==> src/sdcw_pkg.sv <==
package sdcw_pkg;

  localparam int unsigned CfgIdxW  = 2;
  localparam int unsigned CfgDataW = 30;
  localparam int unsigned HoldW    = 30;
  localparam int unsigned ElapsedW = 27;

  typedef enum logic [CfgIdxW-1:0] {
    CFG_AUTO_RESET = 2'd0,
    CFG_JOG_SPEED  = 2'd1,
    CFG_HOLD_TIME  = 2'd2,
    CFG_UNUSED     = 2'd3
  } cfg_idx_e;

  localparam logic signed [7:0] ModePosition = 8'sd1;
  localparam logic signed [7:0] ModeVelocity = 8'sd2;
  localparam logic signed [7:0] ModeHoming   = 8'sd6;

  localparam logic [HoldW-1:0]   HoldTimeRst = 30'd100000000;
  localparam logic signed [15:0] JogSpeedRst = 16'sd1;
  localparam logic signed [15:0] JogSpeedMin = 16'sh8000;
  localparam logic signed [15:0] JogSpeedMax = 16'sh7fff;

  typedef struct packed {
    logic [15:0]         status_word;
    logic signed [7:0]   mode_reported;
    logic                enable_request;
    logic                fault_reset_request;
    logic                jog_plus;
    logic                jog_minus;
    logic                setpoint_immediate;
    logic                setpoint_set;
    logic                home_set;
    logic [ElapsedW-1:0] elapsed_ns;
  } in_item_t;

  typedef struct packed {
    logic [15:0]       control_word;
    logic signed [7:0] mode_request;
    logic              fault_out;
    logic              target_reached;
    logic              setpoint_pending_out;
    logic              home_pending_out;
    logic              homed_flag;
    logic              homing_flag;
    logic              home_error;
    logic              velocity_write;
    logic signed [15:0] velocity_value;
  } out_item_t;

  typedef struct packed {
    logic               auto_reset_enable;
    logic signed [15:0] jog_speed;
    logic [HoldW-1:0]   fault_hold_time;
  } cfg_t;

endpackage

==> src/sdcw_core.sv <==
module sdcw_core (
  input  logic               clk_i,
  input  logic               rst_ni,
  input  logic               step_i,
  input  sdcw_pkg::cfg_t     cfg_i,
  input  sdcw_pkg::in_item_t item_i,
  output sdcw_pkg::out_item_t res_o
);

  logic enable_prev_q, enable_prev_d;
  logic jog_plus_prev_q, jog_plus_prev_d;
  logic jog_minus_prev_q, jog_minus_prev_d;
  logic ack_prev_q, ack_prev_d;
  logic sp_pend_q, sp_pend_d;
  logic home_pend_q, home_pend_d;
  logic homed_q, homed_d;
  logic homing_q, homing_d;
  logic home_err_q, home_err_d;
  logic [sdcw_pkg::HoldW-1:0] hold_q, hold_d;
  logic signed [7:0] mode_q, mode_d;

  logic [15:0] st;
  logic pp, vel, hom, fault, ack, target, fault_out, edge_en, jog_edge;
  logic jp, jm, sp_raised, hm_raised;
  logic [15:0] control;
  logic signed [15:0] velo;
  logic [sdcw_pkg::HoldW-1:0] elapsed_ext;

  always_comb begin
    st  = item_i.status_word;
    jp  = item_i.jog_plus;
    jm  = item_i.jog_minus;
    pp  = item_i.mode_reported == sdcw_pkg::ModePosition;
    vel = item_i.mode_reported == sdcw_pkg::ModeVelocity;
    hom = item_i.mode_reported == sdcw_pkg::ModeHoming;
    fault = st[3];
    elapsed_ext = {{(sdcw_pkg::HoldW-sdcw_pkg::ElapsedW){1'b0}}, item_i.elapsed_ns};

    sp_raised = sp_pend_q | item_i.setpoint_set;
    hm_raised = home_pend_q | item_i.home_set;

    target = (pp | vel) & st[10];

    ack = pp & st[12];
    sp_pend_d  = sp_raised & ~(ack & ~ack_prev_q);
    ack_prev_d = ack;

    homed_d     = homed_q;
    homing_d    = homing_q;
    home_err_d  = home_err_q;
    home_pend_d = hm_raised;
    if (hom && hm_raised) begin
      homed_d    = st[10] & st[12];
      homing_d   = ~st[12] & ~st[10];
      home_err_d = st[13];
      if (homed_d && !homed_q && !homing_d) begin
        home_pend_d = 1'b0;
      end
    end

    if (hold_q != '0) begin
      hold_d    = (hold_q > elapsed_ext) ? hold_q - elapsed_ext : '0;
      fault_out = 1'b0;
    end else begin
      hold_d    = hold_q;
      fault_out = fault & item_i.enable_request;
    end

    edge_en       = item_i.enable_request & ~enable_prev_q;
    enable_prev_d = item_i.enable_request;

    control = 16'h0004;
    if (fault) begin
      if (item_i.fault_reset_request) begin
        control[7] = 1'b1;
      end
      if (cfg_i.auto_reset_enable && edge_en) begin
        hold_d     = cfg_i.fault_hold_time;
        control[7] = 1'b1;
      end
    end else if (item_i.enable_request) begin
      control[1] = 1'b1;
      if (st[0]) begin
        control[0] = 1'b1;
        control[3] = st[1];
      end
    end

    if (pp) begin
      control[4] = sp_pend_d;
    end else if (vel) begin
      control[4] = jp | jm;
    end else if (hom) begin
      control[4] = home_pend_d;
    end
    control[5] = item_i.setpoint_immediate;

    jog_edge         = (jp & ~jog_plus_prev_q) | (jm & ~jog_minus_prev_q);
    jog_plus_prev_d  = jp;
    jog_minus_prev_d = jm;
    if (jp) begin
      velo = cfg_i.jog_speed;
    end else if (cfg_i.jog_speed == sdcw_pkg::JogSpeedMin) begin
      velo = sdcw_pkg::JogSpeedMax;
    end else begin
      velo = -cfg_i.jog_speed;
    end

    mode_d = mode_q;
    if (st[2] && jog_edge) begin
      mode_d = sdcw_pkg::ModeVelocity;
    end
    if (!jp && !jm && !home_pend_d) begin
      mode_d = sdcw_pkg::ModePosition;
    end
    if (home_pend_d) begin
      mode_d = sdcw_pkg::ModeHoming;
    end

    res_o.control_word         = control;
    res_o.mode_request         = mode_d;
    res_o.fault_out            = fault_out;
    res_o.target_reached       = target;
    res_o.setpoint_pending_out = sp_pend_d;
    res_o.home_pending_out     = home_pend_d;
    res_o.homed_flag           = homed_d;
    res_o.homing_flag          = homing_d;
    res_o.home_error           = home_err_d;
    res_o.velocity_write       = jog_edge;
    res_o.velocity_value       = velo;
  end

  always_ff @(posedge clk_i or negedge rst_ni) begin
    if (!rst_ni) begin
      enable_prev_q    <= 1'b0;
      jog_plus_prev_q  <= 1'b0;
      jog_minus_prev_q <= 1'b0;
      ack_prev_q       <= 1'b0;
      sp_pend_q        <= 1'b0;
      home_pend_q      <= 1'b0;
      homed_q          <= 1'b0;
      homing_q         <= 1'b0;
      home_err_q       <= 1'b0;
      hold_q           <= '0;
      mode_q           <= sdcw_pkg::ModePosition;
    end else if (step_i) begin
      enable_prev_q    <= enable_prev_d;
      jog_plus_prev_q  <= jog_plus_prev_d;
      jog_minus_prev_q <= jog_minus_prev_d;
      ack_prev_q       <= ack_prev_d;
      sp_pend_q        <= sp_pend_d;
      home_pend_q      <= home_pend_d;
      homed_q          <= homed_d;
      homing_q         <= homing_d;
      home_err_q       <= home_err_d;
      hold_q           <= hold_d;
      mode_q           <= mode_d;
    end
  end

endmodule

==> src/servo_drive_control_word_sequencer.sv <==
// dataflow: an accepted input item is held in the input register, and the
// sequencer step writes its result into the result register; one item per cycle
// while the result side takes each result, else the step and the input stall
// reset: all handshake and jog state cleared, hold timer zero, mode request
// position, config registers at their defaults
module servo_drive_control_word_sequencer (
  input  logic                              clk_i,
  input  logic                              rst_ni,
  input  logic                              in_valid_i,
  output logic                              in_ready_o,
  input  sdcw_pkg::in_item_t                in_item_i,
  output logic                              out_valid_o,
  input  logic                              out_ready_i,
  output sdcw_pkg::out_item_t               out_item_o,
  input  logic                              cfg_we_i,
  input  logic [sdcw_pkg::CfgIdxW-1:0]      cfg_idx_i,
  input  logic [sdcw_pkg::CfgDataW-1:0]     cfg_data_i
);

  logic                in_valid_q;
  sdcw_pkg::in_item_t  in_item_q;
  logic                out_valid_q;
  sdcw_pkg::out_item_t out_item_q;
  sdcw_pkg::out_item_t res;
  sdcw_pkg::cfg_t      cfg_q;
  logic                step;
  sdcw_pkg::cfg_idx_e  cfg_idx;

  assign step       = in_valid_q & (~out_valid_q | out_ready_i);
  assign in_ready_o = ~in_valid_q | step;
  assign cfg_idx    = sdcw_pkg::cfg_idx_e'(cfg_idx_i);

  sdcw_core u_core (
    .clk_i  (clk_i),
    .rst_ni (rst_ni),
    .step_i (step),
    .cfg_i  (cfg_q),
    .item_i (in_item_q),
    .res_o  (res)
  );

  always_ff @(posedge clk_i or negedge rst_ni) begin
    if (!rst_ni) begin
      in_valid_q  <= 1'b0;
      out_valid_q <= 1'b0;
      cfg_q.auto_reset_enable <= 1'b1;
      cfg_q.jog_speed         <= sdcw_pkg::JogSpeedRst;
      cfg_q.fault_hold_time   <= sdcw_pkg::HoldTimeRst;
    end else begin
      if (in_ready_o) begin
        in_valid_q <= in_valid_i;
      end
      if (step) begin
        out_valid_q <= 1'b1;
      end else if (out_ready_i) begin
        out_valid_q <= 1'b0;
      end
      if (cfg_we_i) begin
        unique case (cfg_idx)
          sdcw_pkg::CFG_AUTO_RESET: cfg_q.auto_reset_enable <= cfg_data_i[0];
          sdcw_pkg::CFG_JOG_SPEED:  cfg_q.jog_speed         <= cfg_data_i[15:0];
          sdcw_pkg::CFG_HOLD_TIME:  cfg_q.fault_hold_time   <= cfg_data_i;
          default: ;
        endcase
      end
    end
  end

  always_ff @(posedge clk_i) begin
    if (in_ready_o && in_valid_i) begin
      in_item_q <= in_item_i;
    end
    if (step) begin
      out_item_q <= res;
    end
  end

  assign out_valid_o = out_valid_q;
  assign out_item_o  = out_item_q;

endmodule

==> config.mk <==
export PLATFORM = sky130hd
export DESIGN_NAME = servo_drive_control_word_sequencer
export DESIGN_NICKNAME = d
export VERILOG_FILES = /design/src/sdcw_pkg.sv /design/src/sdcw_core.sv /design/src/servo_drive_control_word_sequencer.sv
export SDC_FILE = /design/constraint.sdc
export NUM_CORES = 1
export LEC_CHECK = 0
export ABC_AREA = 1
export BUFFER_PORTS_ARGS = -buffer_cell sky130_fd_sc_hd__buf_2
export CAP_MARGIN = 40
export CORE_UTILIZATION = 50
export DETAILED_ROUTE_END_ITERATION = 12
export PLACE_DENSITY = 0.8
export SYNTH_ARGS = -nofsm -noshare
export SYNTH_HDL_FRONTEND = slang
export SYNTH_HIERARCHICAL = 1
export SYNTH_SLANG_ARGS = --single-unit
==> constraint.sdc <==
create_clock -name clk_i -period 7 [get_ports clk_i]
set_input_delay 1.4 -clock clk_i [delete_from_list [all_inputs] [get_ports clk_i]]
set_output_delay 1.4 -clock clk_i [all_outputs]
set_load 0.01 [all_outputs]
==> impl_results.md <==
* Pwr dens at 356 nW/um2
* RSZ-0062 raised after global routing: false
* Pleak at ~6.0 nW
* Max_cap viols at 0
* Per-cell routed wire length at 15.4 um
* Slowest stage delay, CP at approximately 0.17 ns
* DRT iter0 DRCs at approximately 720
* Cts hold-fix bufs at 0
* DRT Wirelength at ~26000 um
* TritonCTS clock tree: built
* Syn. warnings at 6
* Share of cells above drive strength 1 at 0.174
* Outcome: completed
* Setup violators final at 0
* Worst Clk Skew at 0.0174 ns
* Final WS setup at ~3.7 ns
* Core Box Area at 20400 um2
* Initial antenna violation count at 2
* Fill cells at 1787
* Worst path slowest cell: buf_2
* Clock-pin slew on the worst setup and hold paths at 0.07 ns
* CP top delay family: buffers and inverters
* Routed vias at 8684
* Startpoint types: input pin
* Most used cell, CP: buf_2
* 1st-pass router iterations at 6
* IO buf count at 135
* Vias in the first global route at 8438
* Cells after synthesis at 1262
* Worst vdd ir at 0.000179 V
* Worst Setup Slack post-DPL at 3.42 ns
* Syn Area/Cell at 8.28 um2
* Starting Density at 0.513
* Worst min-delay path class: reg2reg
* Total power draw at around 4.2 mW
* TritonCTS buffer count at 17
* Final min period at 3.31 ns
* Residual DRC at 0
* Die Ht at approximately 150 um
* Final period util at 0.472
* Post-CTS Setup Bufs at 0
* Gr usage total at 0.247
* Setup_tns at 0 ns
* Largest net degree at the start of global routing at 78
* Max-slew violation count at 0
* Fin. Hold Viols at 0
* Nets at about 1.5k
* Boundary pin count at 145
* Critical-path cell list: buf_2, inv_1, nand3_1, buf_2
* Fmax at 303 MHz
* Clock Latency Late Sink at 0.45 ns
* Synth-to-layout area growth at 13.6%
* Routability cong. at 0.905
* Die Width at 147 um
* CP arrival at between 1.5 and 2 ns
* CTS root buffer: clkbuf_16
* Detailed-placement wirelength estimate at 18200 um
* Vias/cell at 5.23
* Critical Path RT at 5.60 ns
* Die area at 21500 um2
* Most frequent cells in the layout: 413 x nand2_1, 164 x inv_1, 134 x buf_2
* H-tree levels at 4
* Clk sinks at 193
* Crit Path Class: in2out
* Crit end category: primary output
* ANT nets after route at 0
* Worst slew pin tran at 0.870 ns
* Maximum clock insertion buffer count at 2
* First-pass GRT wire length at 41600 um
* Post-cts sizing count at 0
* Critical path fanouts, max at 3
* Slew margin rel. at 0.420
* Critical path buffers and inverters at 3
* Post-synth design cell area at about 10000 um2
* Gr ovfl total at 0
* Cell Rows at 52
* Leading cell type in the layout, fill and taps excluded: nand2_1
-- sequential cells by signal, summed over array words and instances (netlist names) --
register / count
u_core/mode_q: 8
u_core/jog_minus_prev_q: 1
u_core/homing_q: 1
u_core/hold_q: 30
u_core/home_pend_q: 1
u_core/homed_q: 1
out_item_o: 48
in_valid_q: 1
u_core/enable_prev_q: 1
u_core/home_err_q: 1
out_valid_o: 1
in_item_q: 49
cfg_q: 47
u_core/jog_plus_prev_q: 1
u_core/ack_prev_q: 1
u_core/sp_pend_q: 1
-- worst register-to-register path, delay by kind of cell (launching register included) --
family          cells  cell delay [ns]
simple gates        9             1.15
buf+inv             2             0.16
flops               1             0.50
fa+ha+maj           2             0.66
compound gates      1             0.18
-- report_power, final --
group	internal [mW]	total (mW)	switching [mW]
registers	1.42	1.57	0.153
logic	0.590	1.63	1.04
clock network	0.547	1.03	0.480
-- layer usage --
| layer | vias to the layer above | routed length, um | track usage |
|---|---|---|---|
| li1 | 4257 | - | - |
| met1 | 4126 | 11400 | 0.326 |
| met2 | 267 | 12500 | 0.418 |
| met3 | 34 | 1200 | 0.0359 |
| met4 | 0 | 488 | 0.0813 |
| met5 | - | 0 | 0 |
-- area by class of cell --
| class | instances | area [um2] | share of cell area |
|---|---|---|---|
| diodes | 2 | 5.00 | 0.000422 |
| clock buffers | 18 | 429 | 0.0362 |
| clock inverters | 14 | 189 | 0.0159 |
| inverters | 171 | 642 | 0.0541 |
| multi-input cells | 850 | 4180 | 0.353 |
| flip-flops and latches | 193 | 5330 | 0.449 |
| well taps | 270 | 338 | 0.0285 |
| repair buffers | 143 | 746 | 0.0628 |
-- per-stage QoR --
step | instance area (um2) | hold slack [ns] | utilization | std cells
final | 11900 | 0.456 | 0.583 | 1661
after global routing | 11900 | 0.470 | 0.583 | 1661
after CTS | 11900 | 0.461 | 0.582 | 1659
after detailed placement | 11200 | 0.438 | 0.552 | 1627
after global placement | 11200 | 0.401 | 0.551 | 1626
after floorplan | 10500 | 0.437 | - | 1270
-- worst paths after layout --
kind	from	slack [ns]	cells after the start	end
worst max-delay path	out_ready_i	3.69	4	in_ready_o
worst min-delay path	in_item_q[29]$_DFFE_PP_	0.46	0	out_item_o[37]$_DFFE_PP_
worst max register to register	u_core/hold_q[0]$_DFFE_PN0P_	4.26	14	u_core/hold_q[11]$_DFFE_PN0P_
worst min register to register	in_item_q[29]$_DFFE_PP_	0.46	0	out_item_o[37]$_DFFE_PP_
max in group asynchronous	rst_ni	4.90	2	u_core/hold_q[7]$_DFFE_PN0P_
min in group asynchronous	rst_ni	0.94	1	u_core/ack_prev_q$_DFFE_PN0P_
Note: power is estimated with default switching activity, not from simulation.
